===== src/rtl/bss_pkg.sv =====
// ----------------------------------------------------------------------------
// bss_pkg
// types, codes and reset values of the balance safety supervisor
// ----------------------------------------------------------------------------
package bss_pkg;

   localparam int BSS_TIME_WIDTH = 32;
   localparam int CSR_IDX_W      = 3;
   localparam int CSR_DATA_W     = 16;

   typedef enum logic [2:0] {
      MODE_BOOT        = 3'd0,
      MODE_SELFTEST    = 3'd1,
      MODE_DISARMED    = 3'd2,
      MODE_ARMED       = 3'd3,
      MODE_REMOTE_LOST = 3'd4,
      MODE_FALLEN      = 3'd5,
      MODE_IMU_FAULT   = 3'd6,
      MODE_LOW_BATTERY = 3'd7
   } mode_type;

   typedef enum logic [1:0] {
      CMD_IMU_SAMPLE = 2'd0,
      CMD_READ_FAIL  = 2'd1,
      CMD_STALE      = 2'd2,
      CMD_INIT       = 2'd3
   } cmd_type;

   // register indexes
   localparam logic [CSR_IDX_W-1:0] CSR_REFERENCE_PITCH   = 3'd0;
   localparam logic [CSR_IDX_W-1:0] CSR_FALL_TRIP_ANGLE   = 3'd1;
   localparam logic [CSR_IDX_W-1:0] CSR_FALL_TRIP_TIME    = 3'd2;
   localparam logic [CSR_IDX_W-1:0] CSR_REARM_ANGLE       = 3'd3;
   localparam logic [CSR_IDX_W-1:0] CSR_ARM_WINDOW        = 3'd4;
   localparam logic [CSR_IDX_W-1:0] CSR_ARM_STABLE_NEEDED = 3'd5;
   localparam logic [CSR_IDX_W-1:0] CSR_FAILURE_LIMIT     = 3'd6;

   // register reset values
   localparam logic signed [15:0] RST_REFERENCE_PITCH   = 16'sd0;
   localparam logic [15:0]        RST_FALL_TRIP_ANGLE   = 16'd4500;
   localparam logic [15:0]        RST_FALL_TRIP_TIME    = 16'd500;
   localparam logic [15:0]        RST_REARM_ANGLE       = 16'd1000;
   localparam logic [15:0]        RST_ARM_WINDOW        = 16'd300;
   localparam logic [7:0]         RST_ARM_STABLE_NEEDED = 8'd50;
   localparam logic [7:0]         RST_FAILURE_LIMIT     = 8'd5;

   typedef struct packed {
      logic signed [15:0] reference_pitch;
      logic [15:0]        fall_trip_angle;
      logic [15:0]        fall_trip_time;
      logic [15:0]        rearm_angle;
      logic [15:0]        arm_window;
      logic [7:0]         arm_stable_needed;
      logic [7:0]         failure_limit;
   } bss_cfg_type;

   typedef struct packed {
      cmd_type            command;
      logic signed [15:0] pitch;
      logic [31:0]        now_time;
      logic               neutral_seen;
      logic               remote_lost_flag;
      logic               init_ok;
   } bss_req_type;

   typedef struct packed {
      mode_type    mode;
      logic        motor_enable;
      logic [7:0]  failure_count;
   } bss_rsp_type;

endpackage


===== src/rtl/bss_if.sv =====
// ----------------------------------------------------------------------------
// bss_if
// request and response channels of the balance safety supervisor
// ----------------------------------------------------------------------------
interface bss_req_if;
   logic              valid;
   logic              ready;
   logic [1:0]        command;
   logic signed [15:0] pitch;
   logic [31:0]       now_time;
   logic              neutral_seen;
   logic              remote_lost_flag;
   logic              init_ok;

   modport source (output valid, command, pitch, now_time, neutral_seen,
                   remote_lost_flag, init_ok, input ready);
   modport sink   (input valid, command, pitch, now_time, neutral_seen,
                   remote_lost_flag, init_ok, output ready);
endinterface

interface bss_rsp_if;
   logic       valid;
   logic       ready;
   logic [2:0] mode;
   logic       motor_enable;
   logic [7:0] failure_count;

   modport source (output valid, mode, motor_enable, failure_count, input ready);
   modport sink   (input valid, mode, motor_enable, failure_count, output ready);
endinterface


===== src/rtl/balance_safety_supervisor.sv =====
// ----------------------------------------------------------------------------
// balance_safety_supervisor
// safety mode supervisor for a self-balancing motor drive
// ----------------------------------------------------------------------------
// One request per clock cycle, sustained while responses are taken. A
// request is held in an input register, its mode update runs through the
// supervisor core, and the response lands in a result register. The rate
// rests on the state update in the core: mode, counters and fall timer are
// written back each time a request moves on, so the next request always
// sees the state the previous one left. The input side keeps taking
// requests while a response waits, and a stalled response only holds the
// pipeline once the input register is full too. There is no clearing pass
// after reset; the block is ready as soon as reset goes low. The user must
// write registers through the csr port only while nothing is in flight;
// the block itself does not enforce this.
// ----------------------------------------------------------------------------
module balance_safety_supervisor
   import bss_pkg::*;
#(
   parameter int TIME_WIDTH = BSS_TIME_WIDTH
) (
   input  logic                  clock,
   input  logic                  reset,
   bss_req_if.sink               req_chan,
   bss_rsp_if.source             rsp_chan,
   input  logic                  csr_we,
   input  logic [CSR_IDX_W-1:0]  csr_index,
   input  logic [CSR_DATA_W-1:0] csr_wdata
);

   // configuration registers
   bss_cfg_type cfg_ff;

   // input register stage
   logic        s1_valid_ff;
   bss_req_type s1_req_ff;

   // result register stage
   logic        rsp_valid_ff, rsp_valid_in;
   bss_rsp_type rsp_ff;

   bss_req_type req_word;
   bss_rsp_type core_result;
   logic        advance;
   logic        take_req;

   // request payload gathered into one word
   always_comb begin
      req_word.command          = cmd_type'(req_chan.command);
      req_word.pitch            = req_chan.pitch;
      req_word.now_time         = req_chan.now_time;
      req_word.neutral_seen     = req_chan.neutral_seen;
      req_word.remote_lost_flag = req_chan.remote_lost_flag;
      req_word.init_ok          = req_chan.init_ok;
   end

   // the held request moves on when the result register is free or drains
   // no request is taken while reset is high
   assign advance        = s1_valid_ff && (!rsp_valid_ff || rsp_chan.ready);
   assign req_chan.ready = !reset && (!s1_valid_ff || advance);
   assign take_req       = req_chan.valid && req_chan.ready;

   always_comb begin
      if (advance) begin
         rsp_valid_in = 1'b1;
      end else if (rsp_chan.ready) begin
         rsp_valid_in = 1'b0;
      end else begin
         rsp_valid_in = rsp_valid_ff;
      end
   end

   // register writes, unknown index ignored
   always_ff @(posedge clock) begin
      if (reset) begin
         cfg_ff.reference_pitch   <= RST_REFERENCE_PITCH;
         cfg_ff.fall_trip_angle   <= RST_FALL_TRIP_ANGLE;
         cfg_ff.fall_trip_time    <= RST_FALL_TRIP_TIME;
         cfg_ff.rearm_angle       <= RST_REARM_ANGLE;
         cfg_ff.arm_window        <= RST_ARM_WINDOW;
         cfg_ff.arm_stable_needed <= RST_ARM_STABLE_NEEDED;
         cfg_ff.failure_limit     <= RST_FAILURE_LIMIT;
      end else if (csr_we) begin
         unique case (csr_index)
            CSR_REFERENCE_PITCH:   cfg_ff.reference_pitch   <= csr_wdata;
            CSR_FALL_TRIP_ANGLE:   cfg_ff.fall_trip_angle   <= csr_wdata;
            CSR_FALL_TRIP_TIME:    cfg_ff.fall_trip_time    <= csr_wdata;
            CSR_REARM_ANGLE:       cfg_ff.rearm_angle       <= csr_wdata;
            CSR_ARM_WINDOW:        cfg_ff.arm_window        <= csr_wdata;
            CSR_ARM_STABLE_NEEDED: cfg_ff.arm_stable_needed <= csr_wdata[7:0];
            CSR_FAILURE_LIMIT:     cfg_ff.failure_limit     <= csr_wdata[7:0];
            default: begin
               cfg_ff <= cfg_ff;
            end
         endcase
      end
   end

   // pipeline valid bits
   always_ff @(posedge clock) begin
      if (reset) begin
         s1_valid_ff  <= 1'b0;
         rsp_valid_ff <= 1'b0;
      end else begin
         if (req_chan.ready) begin
            s1_valid_ff <= req_chan.valid;
         end
         rsp_valid_ff <= rsp_valid_in;
      end
   end

   // payload registers, the held request starts from a known command
   always_ff @(posedge clock) begin
      if (reset) begin
         s1_req_ff <= '0;
      end else if (take_req) begin
         s1_req_ff <= req_word;
      end
      if (advance) begin
         rsp_ff <= core_result;
      end
   end

   // mode, counters and fall timer
   bss_core #(
      .TIME_WIDTH (TIME_WIDTH)
   ) u_core (
      .clock  (clock),
      .reset  (reset),
      .step   (advance),
      .req    (s1_req_ff),
      .cfg    (cfg_ff),
      .result (core_result)
   );

   assign rsp_chan.valid         = rsp_valid_ff;
   assign rsp_chan.mode          = rsp_ff.mode;
   assign rsp_chan.motor_enable  = rsp_ff.motor_enable;
   assign rsp_chan.failure_count = rsp_ff.failure_count;

endmodule


===== src/rtl/bss_core.sv =====
// ----------------------------------------------------------------------------
// bss_core
// safety mode state and its update for one request
// ----------------------------------------------------------------------------
module bss_core
   import bss_pkg::*;
#(
   parameter int TIME_WIDTH = BSS_TIME_WIDTH
) (
   input  logic        clock,
   input  logic        reset,
   input  logic        step,
   input  bss_req_type req,
   input  bss_cfg_type cfg,
   output bss_rsp_type result
);

   mode_type              mode_ff, mode_in;
   logic [7:0]            stable_ff, stable_in;
   logic [7:0]            fail_ff, fail_in;
   logic [TIME_WIDTH-1:0] fall_start_ff, fall_start_in;
   logic                  fall_active_ff, fall_active_in;

   logic signed [16:0]    diff;
   logic [16:0]           mag;
   logic [15:0]           tilt;
   logic [TIME_WIDTH-1:0] now_t;
   logic [TIME_WIDTH-1:0] elapsed;

   assign diff    = {req.pitch[15], req.pitch} - {cfg.reference_pitch[15], cfg.reference_pitch};
   assign mag     = diff[16] ? 17'(-diff) : 17'(diff);
   assign tilt    = mag[15:0];
   assign now_t   = TIME_WIDTH'(req.now_time);
   assign elapsed = now_t - fall_start_ff;

   // next state
   always_comb begin
      mode_in        = mode_ff;
      stable_in      = stable_ff;
      fail_in        = fail_ff;
      fall_start_in  = fall_start_ff;
      fall_active_in = fall_active_ff;
      unique case (req.command)
         CMD_IMU_SAMPLE: begin
            fail_in = '0;
            if (mode_ff != MODE_IMU_FAULT && mode_ff != MODE_LOW_BATTERY) begin
               if (tilt > cfg.fall_trip_angle) begin
                  if (!fall_active_ff) begin
                     fall_start_in  = now_t;
                     fall_active_in = 1'b1;
                  end else if (elapsed >= TIME_WIDTH'(cfg.fall_trip_time)) begin
                     mode_in = MODE_FALLEN;
                  end
               end else begin
                  fall_active_in = 1'b0;
               end
               priority if (mode_in == MODE_FALLEN) begin
                  if (tilt <= cfg.rearm_angle && req.neutral_seen) begin
                     mode_in   = MODE_DISARMED;
                     stable_in = '0;
                  end
               end else if (mode_in == MODE_DISARMED) begin
                  if (tilt <= cfg.arm_window) begin
                     if (stable_ff < cfg.arm_stable_needed) begin
                        stable_in = stable_ff + 8'd1;
                     end
                  end else begin
                     stable_in = '0;
                  end
                  if (stable_in >= cfg.arm_stable_needed && req.neutral_seen) begin
                     mode_in = MODE_ARMED;
                  end
               end else if (mode_in == MODE_ARMED && req.remote_lost_flag) begin
                  mode_in = MODE_REMOTE_LOST;
               end else if (mode_in == MODE_REMOTE_LOST && !req.remote_lost_flag) begin
                  mode_in = MODE_ARMED;
               end else begin
                  mode_in = mode_in;
               end
            end
         end
         CMD_READ_FAIL: begin
            if (fail_ff < cfg.failure_limit) begin
               fail_in = fail_ff + 8'd1;
            end
            mode_in = MODE_IMU_FAULT;
         end
         CMD_STALE: begin
            mode_in = MODE_IMU_FAULT;
         end
         CMD_INIT: begin
            mode_in = req.init_ok ? MODE_DISARMED : MODE_IMU_FAULT;
         end
      endcase
   end

   // outputs, taken after the update
   always_comb begin
      result.mode          = mode_in;
      result.motor_enable  = (mode_in == MODE_ARMED) || (mode_in == MODE_REMOTE_LOST);
      result.failure_count = fail_in;
   end

   always_ff @(posedge clock) begin
      if (reset) begin
         mode_ff        <= MODE_BOOT;
         stable_ff      <= '0;
         fail_ff        <= '0;
         fall_start_ff  <= '0;
         fall_active_ff <= 1'b0;
      end else if (step) begin
         mode_ff        <= mode_in;
         stable_ff      <= stable_in;
         fail_ff        <= fail_in;
         fall_start_ff  <= fall_start_in;
         fall_active_ff <= fall_active_in;
      end
   end

endmodule


===== src/flat_wrapper.sv =====
// flat-port wrapper written by rule: the top's interface ports become plain ports
module balance_safety_supervisor_flat import bss_pkg::*;
#(
   parameter int TIME_WIDTH = BSS_TIME_WIDTH
)
  (clock, reset, csr_we, csr_index, csr_wdata, req_chan_valid, req_chan_command, req_chan_pitch, req_chan_now_time, req_chan_neutral_seen, req_chan_remote_lost_flag, req_chan_init_ok, req_chan_ready, rsp_chan_valid, rsp_chan_mode, rsp_chan_motor_enable, rsp_chan_failure_count, rsp_chan_ready);
  bss_req_if req_chan_i ();
  bss_rsp_if rsp_chan_i ();
  input  logic clock;
  input  logic reset;
  input  logic csr_we;
  input  logic [CSR_IDX_W-1:0] csr_index;
  input  logic [CSR_DATA_W-1:0] csr_wdata;
  input wire logic [$bits(req_chan_i.valid)-1:0] req_chan_valid;
  input wire logic [$bits(req_chan_i.command)-1:0] req_chan_command;
  input wire logic [$bits(req_chan_i.pitch)-1:0] req_chan_pitch;
  input wire logic [$bits(req_chan_i.now_time)-1:0] req_chan_now_time;
  input wire logic [$bits(req_chan_i.neutral_seen)-1:0] req_chan_neutral_seen;
  input wire logic [$bits(req_chan_i.remote_lost_flag)-1:0] req_chan_remote_lost_flag;
  input wire logic [$bits(req_chan_i.init_ok)-1:0] req_chan_init_ok;
  output wire logic [$bits(req_chan_i.ready)-1:0] req_chan_ready;
  output wire logic [$bits(rsp_chan_i.valid)-1:0] rsp_chan_valid;
  output wire logic [$bits(rsp_chan_i.mode)-1:0] rsp_chan_mode;
  output wire logic [$bits(rsp_chan_i.motor_enable)-1:0] rsp_chan_motor_enable;
  output wire logic [$bits(rsp_chan_i.failure_count)-1:0] rsp_chan_failure_count;
  input wire logic [$bits(rsp_chan_i.ready)-1:0] rsp_chan_ready;
  assign req_chan_i.valid = req_chan_valid;
  assign req_chan_i.command = req_chan_command;
  assign req_chan_i.pitch = req_chan_pitch;
  assign req_chan_i.now_time = req_chan_now_time;
  assign req_chan_i.neutral_seen = req_chan_neutral_seen;
  assign req_chan_i.remote_lost_flag = req_chan_remote_lost_flag;
  assign req_chan_i.init_ok = req_chan_init_ok;
  assign req_chan_ready = req_chan_i.ready;
  assign rsp_chan_valid = rsp_chan_i.valid;
  assign rsp_chan_mode = rsp_chan_i.mode;
  assign rsp_chan_motor_enable = rsp_chan_i.motor_enable;
  assign rsp_chan_failure_count = rsp_chan_i.failure_count;
  assign rsp_chan_i.ready = rsp_chan_ready;
  balance_safety_supervisor #(.TIME_WIDTH(TIME_WIDTH)) u_core (.clock(clock), .reset(reset), .req_chan(req_chan_i), .rsp_chan(rsp_chan_i), .csr_we(csr_we), .csr_index(csr_index), .csr_wdata(csr_wdata));
endmodule

===== config.mk =====
export PLATFORM = sky130hd
export DESIGN_NAME = balance_safety_supervisor_flat
export DESIGN_NICKNAME = d
export VERILOG_FILES = /design/src/rtl/bss_pkg.sv /design/src/rtl/bss_if.sv /design/src/rtl/balance_safety_supervisor.sv /design/src/rtl/bss_core.sv /design/src/flat_wrapper.sv
export SDC_FILE = /design/constraint.sdc
export NUM_CORES = 1
export LEC_CHECK = 0
export BUFFER_PORTS_ARGS = -buffer_cell sky130_fd_sc_hd__buf_2
export CAP_MARGIN = 0
export CORE_MARGIN = 3
export CORE_UTILIZATION = 55
export CTS_CLUSTER_DIAMETER = 100
export CTS_CLUSTER_SIZE = 14
export DETAILED_ROUTE_END_ITERATION = 7
export PLACE_DENSITY = 0.74
export SYNTH_ARGS = -nofsm -noshare
export SYNTH_HDL_FRONTEND = slang
export SYNTH_SLANG_ARGS = --single-unit

===== constraint.sdc =====
create_clock -name clock -period 14.87 [get_ports clock]
set_input_delay 2.974 -clock clock [delete_from_list [all_inputs] [get_ports clock]]
set_output_delay 2.974 -clock clock [all_outputs]
set_load 0.05 [all_outputs]

==> results of run 1 <==
layout by cell type (no fill, tap or decap), types with 9 or more instances in the layout:
cell | synthesis | final
a211oi_1 | 12 | 12
a21o_1 | 36 | 36
a21oi_1 | 140 | 140
buf_2 | 0 | 89
buf_4 | 0 | 10
clkbuf_16 | 0 | 19
dfxtp_1 | 203 | 203
edfxtp_1 | 12 | 12
ha_1 | 139 | 139
inv_1 | 154 | 153
mux2i_1 | 47 | 47
nand2_1 | 337 | 336
nand2b_1 | 20 | 20
nand3_1 | 80 | 80
nand4_1 | 21 | 21
nor2_1 | 118 | 118
nor2b_1 | 14 | 14
nor3_1 | 30 | 28
o211ai_1 | 30 | 30
o21a_1 | 17 | 17
o21ai_0 | 33 | 33
o31ai_1 | 9 | 9
xnor2_1 | 35 | 35
xor2_1 | 22 | 22
final cells by class:
cell class	instances	share of cell area
clock buffer	22	0.0339
clock inverter	1	0.000783
inverter	154	0.0402
multi-input combinational	1252	0.553
sequential	215	0.308
tap	319	0.0278
timing repair buffer	99	0.0362
power by group through the flow:
stage | registers (W) | logic [W] | clock network, W
floorplan | 0.000637 | 0.000428 | 0
global placement | 0.000634 | 0.000547 | 0
detailed placement | 0.000635 | 0.000563 | 0
CTS | 0.000622 | 0.000566 | 0.000453
global route | 0.000625 | 0.000639 | 0.000472
finish | 0.000622 | 0.000569 | 0.000441
metal layers:
layer	wire, um	vias up	share of wire
met5	0	-	0
met4	956	0	0.030
met3	1820	53	0.056
met2	14200	304	0.44
met1	15300	5346	0.47
li1	-	5874	-
through the flow:
stage | worst slack (ns) | std cells | hold slack [ns] | total power, W
final | 7.72 | 2062 | 0.456 | 0.00163
after floorplan | 7.93 | 1688 | 0.434 | 0.00106
after global routing | 7.05 | 2062 | 0.464 | 0.00174
after global placement | 7.95 | 2039 | 0.443 | 0.00118
after detailed placement | 7.81 | 2039 | 0.447 | 0.00120
after CTS | 7.78 | 2062 | 0.455 | 0.00164
kinds of logic after synthesis:
group | count (synthesis) | synth area share
xor gates and xnor gates | 57 | 0.0378
buffers and inverters | 221 | 0.0634
DFF | 215 | 0.335
and+or+nand+nor | 656 | 0.216
muxes | 48 | 0.0368
adders and majority gates | 141 | 0.135
AOI/OAI and AO/OA | 350 | 0.176
sequential cells by signal, indices dropped and copies added (netlist names), 3 cells and up:
signal                         cells
u_core.cfg_ff                     96
u_core.rsp_chan.failure_count      8
u_core.rsp_chan.mode               3
u_core.s1_req_ff                  53
u_core.u_core.fail_ff              8
u_core.u_core.fall_start_ff       32
u_core.u_core.mode_ff              3
u_core.u_core.stable_ff            8
critical path, delay by kind of cell, from the launching register on:
family          cells  cell delay [ns]
fa+ha+maj           4             1.19
buf+inv             1             0.05
simple gates        8             0.94
compound gates     22             4.09
flops               1             0.32
xor+xnor            1             0.31
worst max path at each step:
stage	startpoint	to	slack, ns	cells after the start
6_report	u_core.s1_req_ff[35]	u_core.rsp_chan.mode[0]	7.72	36
5_1_grt	u_core.s1_req_ff[35]	u_core.rsp_chan.mode[0]	7.05	36
4_1_cts	u_core.s1_req_ff[35]	u_core.rsp_chan.mode[0]	7.78	36
3_5_place_dp	u_core.s1_req_ff[35]	u_core.rsp_chan.mode[0]	7.81	36
3_3_place_gp	u_core.s1_req_ff[35]	u_core.rsp_chan.mode[0]	7.95	36
2_1_floorplan	reset	req_chan_ready	7.93	2
==> results.cfg, run 1 <==
[outcome]
run_status = complete, no violations

[floorplan]
rows = 56
die_x_um = 161
io_pins = 91
die_area_um2 = 25900
die_height_um = 161
start_util = 0.561
core-area_um2 = 23500

[grt]
gr_ovfl_total = 0
grt_pass1_vias = 11000
grtUsageTotal = 0.246
globalRouteMet2Util = 0.398
grt_antenna_before_repair = 0
grt-busiest-layer = met2
global_route.usage.met3 = 0.0271
maximum_number_of_pins_on_one_net_before_global_route_repair = 85
grt_pass1_wl_um = 53300
use_met1 = 0.345

[clocking]
hold_buffers = 0
cts-root-to-sink-buffers = 3
cts_buffers = 19
post-cts-setup-buffer-count = 0
cts.clk_slew.worst_paths_ns = 0.07
sink_count_of_the_clock_tree = 215
tritoncts = yes
htreeDepth = 1
clk_latency_ns = 0.49
post_cts_resized = 0
root_buffer = clkbuf_16

[power_and_ir_drop]
p_seq_frac = 0.381
leakagePower_nw = 6.14
power.clock.fraction = 0.270
p_switching_w = 0.000560
power.internal_w = 0.00107
power.share.combinational = 0.349
max-vdd-ir-drop_mv = 0.0830
switching_share = 0.343
pwr_density_cell_nw_per_um2 = 114

[final_layout]
seqCellArea_um2 = 4420
layout-drive-gt1-share = 0.0872
finish.instance_area_um2 = 14400
fillers = 2174
fin_nets = 1959
ant_cells = 0
multi_input_comb_area_um2 = 7960
postLayoutCoreUtil = 0.611
syn2layout_area_growth_pct = 8.88

[synthesis]
syn_area_um2 = 13200
synth_area_per_inst_um2 = 7.82
synth_cell_types = 73
synth-warning-count = 0
post-synth-top-area-cell = dfxtp_1
post_synth_inst_count = 1688
dominantRegCellSynth = dfxtp_1
postSynthRegisterBits = 215
fraction_of_registers_with_async_set_or_reset_after_synthesis = 0
netlist.area_leader.share = 0.308
post-synth-top-count-cell = nand2_1
synth_commonest_cells = 337 x nand2_1, 203 x dfxtp_1, 154 x inv_1
yosys-top-cells-area = dfxtp_1 31%, ha_1 13%, nand2_1 9.6%
synth_seq_area_share = 0.335
synth_enable_flop_cells = 12
mapped_nets = 1906

[hold_path]
worstHoldPathCells = 2
worst_hold_startpoint = u_core.cfg_ff[6]
worst_hold_path_type = flop to flop
worst_hold_path.endpoint = u_core.cfg_ff[6]

[critical_path]
critical_path.slowest_cell = o221ai_1
reg2reg_setup_slack_ns = 7.72
worst_ep_arrival_time_ns = 7.39
crit_path_max_fanout = 9
regToRegEndpoint = u_core.rsp_chan.mode[0]
critical_path.startpoint_type = flop
rr_startpoint = u_core.s1_req_ff[35]
path_class = flop to flop
endpoint_kind = flop
crit_top_cell = o21a_1
timing.critical_path.required_ns = 15.11
worst_path_largest_cell_delay_ns = 0.50
reg2reg_depth = 36

[place]
place_area_um2 = 13900
place.port_buffers = 90
post-dp-hpwl_um = 23400
routability_driven_placement_congestion_ratio = 0.914

[detailed_routing]
drtIter0Drc = 695
drcViolationCount = 0
drt-pass1-iter-count = 5
final_routed_wirelength_um = 32300
number_of_nets_still_failing_antenna_checks_after_routing = 0
vias_per_cell = 5.61
drt-wirelength-per-cell_um = 15.7
vias = 11600

[timing]
timing_max_transition_violations_final = 0
setup_total_negative_slack_ns = 0
final.period_utilization = 0.481
final.setup_skew_ns = 0.00844
layout_min_cycle_time_ns = 7.15
unrepaired_setup_endpoints_after_global_routing = false
slew_headroom = 0.286
tightestPinTransition_ns = 1.07
maxClockFrequency_mhz = 140
timing_hold_violations_final = 0
finalSetupViolCount = 0

[flow_run]
max-cap-violations = 0
Power figures use the tool's default switching activity.
==> run 2: changes to the inputs <==
--- a/config.mk
+++ b/config.mk
@@ -12,7 +12,7 @@
 export CTS_CLUSTER_DIAMETER = 100
 export CTS_CLUSTER_SIZE = 14
 export DETAILED_ROUTE_END_ITERATION = 7
-export PLACE_DENSITY = 0.74
+export PLACE_DENSITY = 0.76
 export SYNTH_ARGS = -nofsm -noshare
 export SYNTH_HDL_FRONTEND = slang
 export SYNTH_SLANG_ARGS = --single-unit
==> constraint.sdc (replaced) <==
create_clock -name clock -period 6.34 [get_ports clock]
set_input_delay 1.268 -clock clock [delete_from_list [all_inputs] [get_ports clock]]
set_output_delay 1.268 -clock clock [all_outputs]
set_load 0.05 [all_outputs]
==> results.cfg, run 2 (synthesis results as in run 1) <==
[critical_path]
timing.critical_path.required_ns = 6.60
worst_ep_arrival_time_ns = 6.41
worst_path_largest_cell_delay_ns = 0.36
critical_path.startpoint_type = flop
critical_path.slowest_cell = fa_2
endpoint_kind = flop
path_class = flop to flop
crit_top_cell = o21a_1
crit_path_max_fanout = 3

[detailed_routing]
drt-wirelength-per-cell_um = 15.9
vias_per_cell = 5.61
drtIter0Drc = 833
number_of_nets_still_failing_antenna_checks_after_routing = 0
vias = 11700
drt-pass1-iter-count = 5
final_routed_wirelength_um = 33200
drcViolationCount = 0

[power_and_ir_drop]
leakagePower_nw = 6.28
post-layout-total-power_w = 0.00398
max-vdd-ir-drop_mv = 0.205
power.clock.fraction = 0.260
p_seq_frac = 0.367
switching_share = 0.346
pwr_density_cell_nw_per_um2 = 271
p_switching_w = 0.00138
power.internal_w = 0.00260
power.share.combinational = 0.373

[timing]
finalSetupViolCount = 0
final.setup_skew_ns = 0.0264
slew_headroom = 0.190
timing_max_transition_violations_final = 0
final.period_utilization = 0.970
timing.hold.ws_ns = 0.457
maxClockFrequency_mhz = 163
layout_min_cycle_time_ns = 6.15
tightestPinTransition_ns = 1.21
timing_hold_violations_final = 0
unrepaired_setup_endpoints_after_global_routing = true

[place]
routability_driven_placement_congestion_ratio = 0.924
post-dp-hpwl_um = 23800
place.port_buffers = 90
dp_cells = 2052
place_area_um2 = 14000

[flow_run]
max-cap-violations = 0

[final_layout]
multi_input_comb_area_um2 = 8110
most_frequent_cells_in_the_layout = 336 x nand2_1, 201 x dfxtp_1, 152 x inv_1, 136 x a21oi_1, 136 x ha_1
largestRegisters = u_core.cfg_ff: 96 flops, u_core.s1_req_ff: 53 flops, u_core.u_core.fall_start_ff: 32 flops
finish.instance_area_um2 = 14700
syn2layout_area_growth_pct = 11.2
registers.top_by_ff_count = u_core.cfg_ff
fin_nets = 1979
fillers = 2136
layout-drive-gt1-share = 0.113
most_common_cell_after_layout_fill_and_taps_aside = nand2_1
stdcell_count = 2082
ant_cells = 0
largest_register_ffs = 96
seqCellArea_um2 = 4430

[hold_path]
worst_hold_path_type = flop to flop

[floorplan]
io_pins = 91
rows = 56
start_util = 0.561
core-area_um2 = 23500
die_height_um = 161
die_x_um = 161
die_area_um2 = 25900

[grt]
grt_antenna_before_repair = 1
grtUsageTotal = 0.251
maximum_number_of_pins_on_one_net_before_global_route_repair = 85
grt_pass1_wl_um = 54500
gr_ovfl_total = 0
grt_pass1_vias = 11000

[clocking]
sink_count_of_the_clock_tree = 215
cts_buffers = 19
cts-root-to-sink-buffers = 3
cts.clk_slew.worst_paths_ns = 0.07
clk_latency_ns = 0.51
tritoncts = yes
htreeDepth = 1
hold_buffers = 0
root_buffer = clkbuf_16

[outcome]
run_status = complete, no violations
run 2: cell count changes in the layout (fill, tap and decap cells not counted), moves of 3 or more:
cell	change
a21oi_1	-4
a21oi_2	+4
buf_4	+19
ha_1	-3
ha_4	+3
nor2_1	-3
o21ai_0	-4
o21ai_2	+4
run 2: worst paths after layout:
kind | startpoint | end | slack (ns) | cells after the start
min reg2reg | u_core.cfg_ff[58] | u_core.cfg_ff[58] | 0.46 | 2
min | u_core.cfg_ff[58] | u_core.cfg_ff[58] | 0.46 | 2
max | u_core.s1_req_ff[35] | u_core.rsp_chan.mode[0] | 0.19 | 36
max reg2reg | u_core.s1_req_ff[35] | u_core.rsp_chan.mode[0] | 0.19 | 36
run 2: layout make-up:
cell class	instances	area share
clock buffer	22	0.0331
clock inverter	1	0.000767
inverter	154	0.0394
multi-input combinational	1252	0.552
sequential	215	0.301
tap	319	0.0272
timing repair buffer	119	0.0459
run 2: metrics by stage:
step           setup WS (ns)   util  TNS [ns]
3_5_place_dp          -0.139  0.594    -0.282
6_report               0.193  0.624         0
4_1_cts               0.0521  0.617         0
5_1_grt               -0.175  0.624    -0.501
2_1_floorplan         0.0719      -         0
3_3_place_gp          0.0176  0.594         0
run 2: layer usage:
layer	share of wire	global-route usage	vias to the layer above
met5	0.00039	0	-
met2	0.45	0.408	319
li1	-	-	5911
met3	0.065	0.0371	65
met4	0.029	0.0743	2
met1	0.46	0.347	5373
run 2: what timing repair did:
action                                  4_1_cts  5_1_grt
pin swaps                                     5       27
endpoints found under the setup margin        3        3
cloned                                        0        0
gates resized for setup                       8       28
setup buffers                                 4        3
run 2: worst max-delay path, delay by kind of cell (launching register included):
family	cells	cell delay, ns
AO/OA/AOI/OAI	22	3.47
adder cells (fa/ha/maj)	4	1.03
AND/OR/NAND/NOR	7	0.58
buffers and inverters	2	0.19
XOR/XNOR	1	0.26
flip-flops	1	0.32
run 2: power groups by stage:
| stage | combinational (W) | sequential (W) | clock [W] |
|---|---|---|---|
| 2_1_floorplan | 0.00100 | 0.00149 | 0 |
| 3_3_place_gp | 0.00133 | 0.00149 | 0 |
| 3_5_place_dp | 0.00137 | 0.00149 | 0 |
| 4_1_cts | 0.00140 | 0.00146 | 0.00106 |
| 5_1_grt | 0.00165 | 0.00147 | 0.00111 |
| 6_report | 0.00148 | 0.00146 | 0.00103 |
==> run 3: changes to the inputs <==
--- a/config.mk
+++ b/config.mk
@@ -8,11 +8,10 @@
 export BUFFER_PORTS_ARGS = -buffer_cell sky130_fd_sc_hd__buf_2
 export CAP_MARGIN = 0
 export CORE_MARGIN = 3
-export CORE_UTILIZATION = 55
+export CORE_UTILIZATION = 30
 export CTS_CLUSTER_DIAMETER = 100
 export CTS_CLUSTER_SIZE = 14
 export DETAILED_ROUTE_END_ITERATION = 7
-export PLACE_DENSITY = 0.76
 export SYNTH_ARGS = -nofsm -noshare
 export SYNTH_HDL_FRONTEND = slang
 export SYNTH_SLANG_ARGS = --single-unit
==> results.cfg, run 3 (synthesis results as in run 1) <==
[detailed_routing]
drcViolationCount = 0
final_routed_wirelength_um = 36400
number_of_nets_still_failing_antenna_checks_after_routing = 0
wl_met3_um = 1540
drt-wirelength-per-cell_um = 15.4
drtIter0Drc = 687
vias = 11600
route.met2.wl_um = 17000
drt-pass1-iter-count = 5
vias_per_cell = 4.93
top_signal_layer_used = met4
routed_metal_1_wire_length_um = 16800

[critical_path]
timing.critical_path.buf_inv = 1
crit_path_max_fanout = 3
worst_ep_arrival_time_ns = 6.30
timing.critical_path.max_delay_family = compound AO/OA/AOI/OAI gates
timing.critical_path.required_ns = 6.61
endpoint_kind = flop
reg2reg_setup_slack_ns = 0.30
critical_path.slowest_cell = dfxtp_2
crit_top_cell = o21a_1
path_class = flop to flop
worst_path_largest_cell_delay_ns = 0.34
critical_path.startpoint_type = flop

[flow_run]
max-cap-violations = 0

[power_and_ir_drop]
post-layout-total-power_w = 0.00405
leakagePower_nw = 6.35
max-vdd-ir-drop_mv = 0.133
pwr_density_cell_nw_per_um2 = 268

[timing]
timing_hold_violations_final = 0
slew_headroom = 0.314
timing_max_transition_violations_final = 0
unrepaired_setup_endpoints_after_global_routing = true
layout_min_cycle_time_ns = 6.04
finalSetupViolCount = 0
final.setup_skew_ns = 0.0200
final.period_utilization = 0.953
tightestPinTransition_ns = 1.03
maxClockFrequency_mhz = 166

[final_layout]
postLayoutCoreUtil = 0.349
fin_nets = 1989
most_common_cell_after_layout_fill_and_taps_aside = nand2_1
layout-drive-gt1-share = 0.120
largest_register_ffs = 96
largestRegisters = u_core.cfg_ff: 96 flops, u_core.s1_req_ff: 53 flops, u_core.u_core.fall_start_ff: 32 flops
syn2layout_area_growth_pct = 14.4
ant_cells = 0
registers.top_by_ff_count = u_core.cfg_ff
most_frequent_cells_in_the_layout = 336 x nand2_1, 201 x dfxtp_1, 152 x inv_1, 137 x ha_1, 136 x a21oi_1
stdcell_count = 2359

[clocking]
cts.clk_slew.worst_paths_ns = 0.07
clk_latency_ns = 0.52
htreeDepth = 1
root_buffer = clkbuf_16
sink_count_of_the_clock_tree = 215
cts_buffers = 19
cts-root-to-sink-buffers = 3
tritoncts = yes

[floorplan]
die_x_um = 216
io_pins = 91
die_area_um2 = 46600
die_height_um = 216
rows = 76
core-area_um2 = 43300
start_util = 0.305

[place]
place.port_buffers = 90
dp_cells = 2328
routability_driven_placement_congestion_ratio = 0.873
post-dp-hpwl_um = 27300

[outcome]
run_status = complete, no violations

[grt]
gr_ovfl_total = 0
grt_antenna_before_repair = 0
grt_pass1_vias = 11400
grtUsageTotal = 0.154
grt_pass1_wl_um = 59700
maximum_number_of_pins_on_one_net_before_global_route_repair = 85

[hold_path]
worst_hold_path_type = flop to flop
## run 3: worst paths after layout
path / start / end / cells after the start
hold / removal: u_core.cfg_ff[85] / u_core.cfg_ff[85] / 2
setup / recovery: u_core.s1_req_ff[35] / u_core.rsp_chan.mode[0] / 36
hold reg to reg: u_core.cfg_ff[85] / u_core.cfg_ff[85] / 2
setup reg to reg: u_core.s1_req_ff[35] / u_core.rsp_chan.mode[0] / 36
## run 3: timing repair
item / CTS / global route
endpoints found under the setup margin: 3 / 10
pin swaps: 6 / 18
gates cloned: 0 / 0
setup buffers: 2 / 5
hold buffers: 0 / 0
gates resized for setup: 10 / 29
## run 3: layer usage
metal,up-vias,track usage
li1,5926,-
met1,5441,0.200
met2,214,0.267
met3,54,0.0190
met4,0,0.0496
met5,-,0
## run 3: stage by stage
stage          setup WS [ns]  hold slack [ns]  cell area, um2  setup TNS (ns)
2_1_floorplan         0.0719            0.434           13200               0
3_3_place_gp          -0.113            0.443           14400          -0.271
3_5_place_dp          -0.194            0.449           14400          -0.518
4_1_cts              0.00476            0.458           14900               0
5_1_grt               -0.150            0.476           15100          -0.359
6_report               0.300            0.457           15100               0
## run 3: area by class of cell
type	instances	area [um2]
Multi-Input combinational cell	1252	8120
Fill cell	4517	28200
Clock buffer	23	490
Sequential cell	215	4430
Timing Repair Buffer	129	749
Clock inverter	1	8.76
Tap cell	585	732
Inverter	154	578
## run 3: report_power, final
| part | leakage [nW] | total, W | switching [W] | internal, W |
|---|---|---|---|---|
| clock network | 0.243 | 0.00106 | 0.000520 | 0.000543 |
| registers | 1.77 | 0.00146 | 0.0000402 | 0.00142 |
| logic | 4.34 | 0.00153 | 0.000862 | 0.000667 |
## run 3: tightest hold or removal path: cells and delay by family (launching register included)
kind	cells	cell delay, ns
AOI/OAI and AO/OA	1	0.05
DFF	1	0.31
and+or+nand+nor	1	0.05
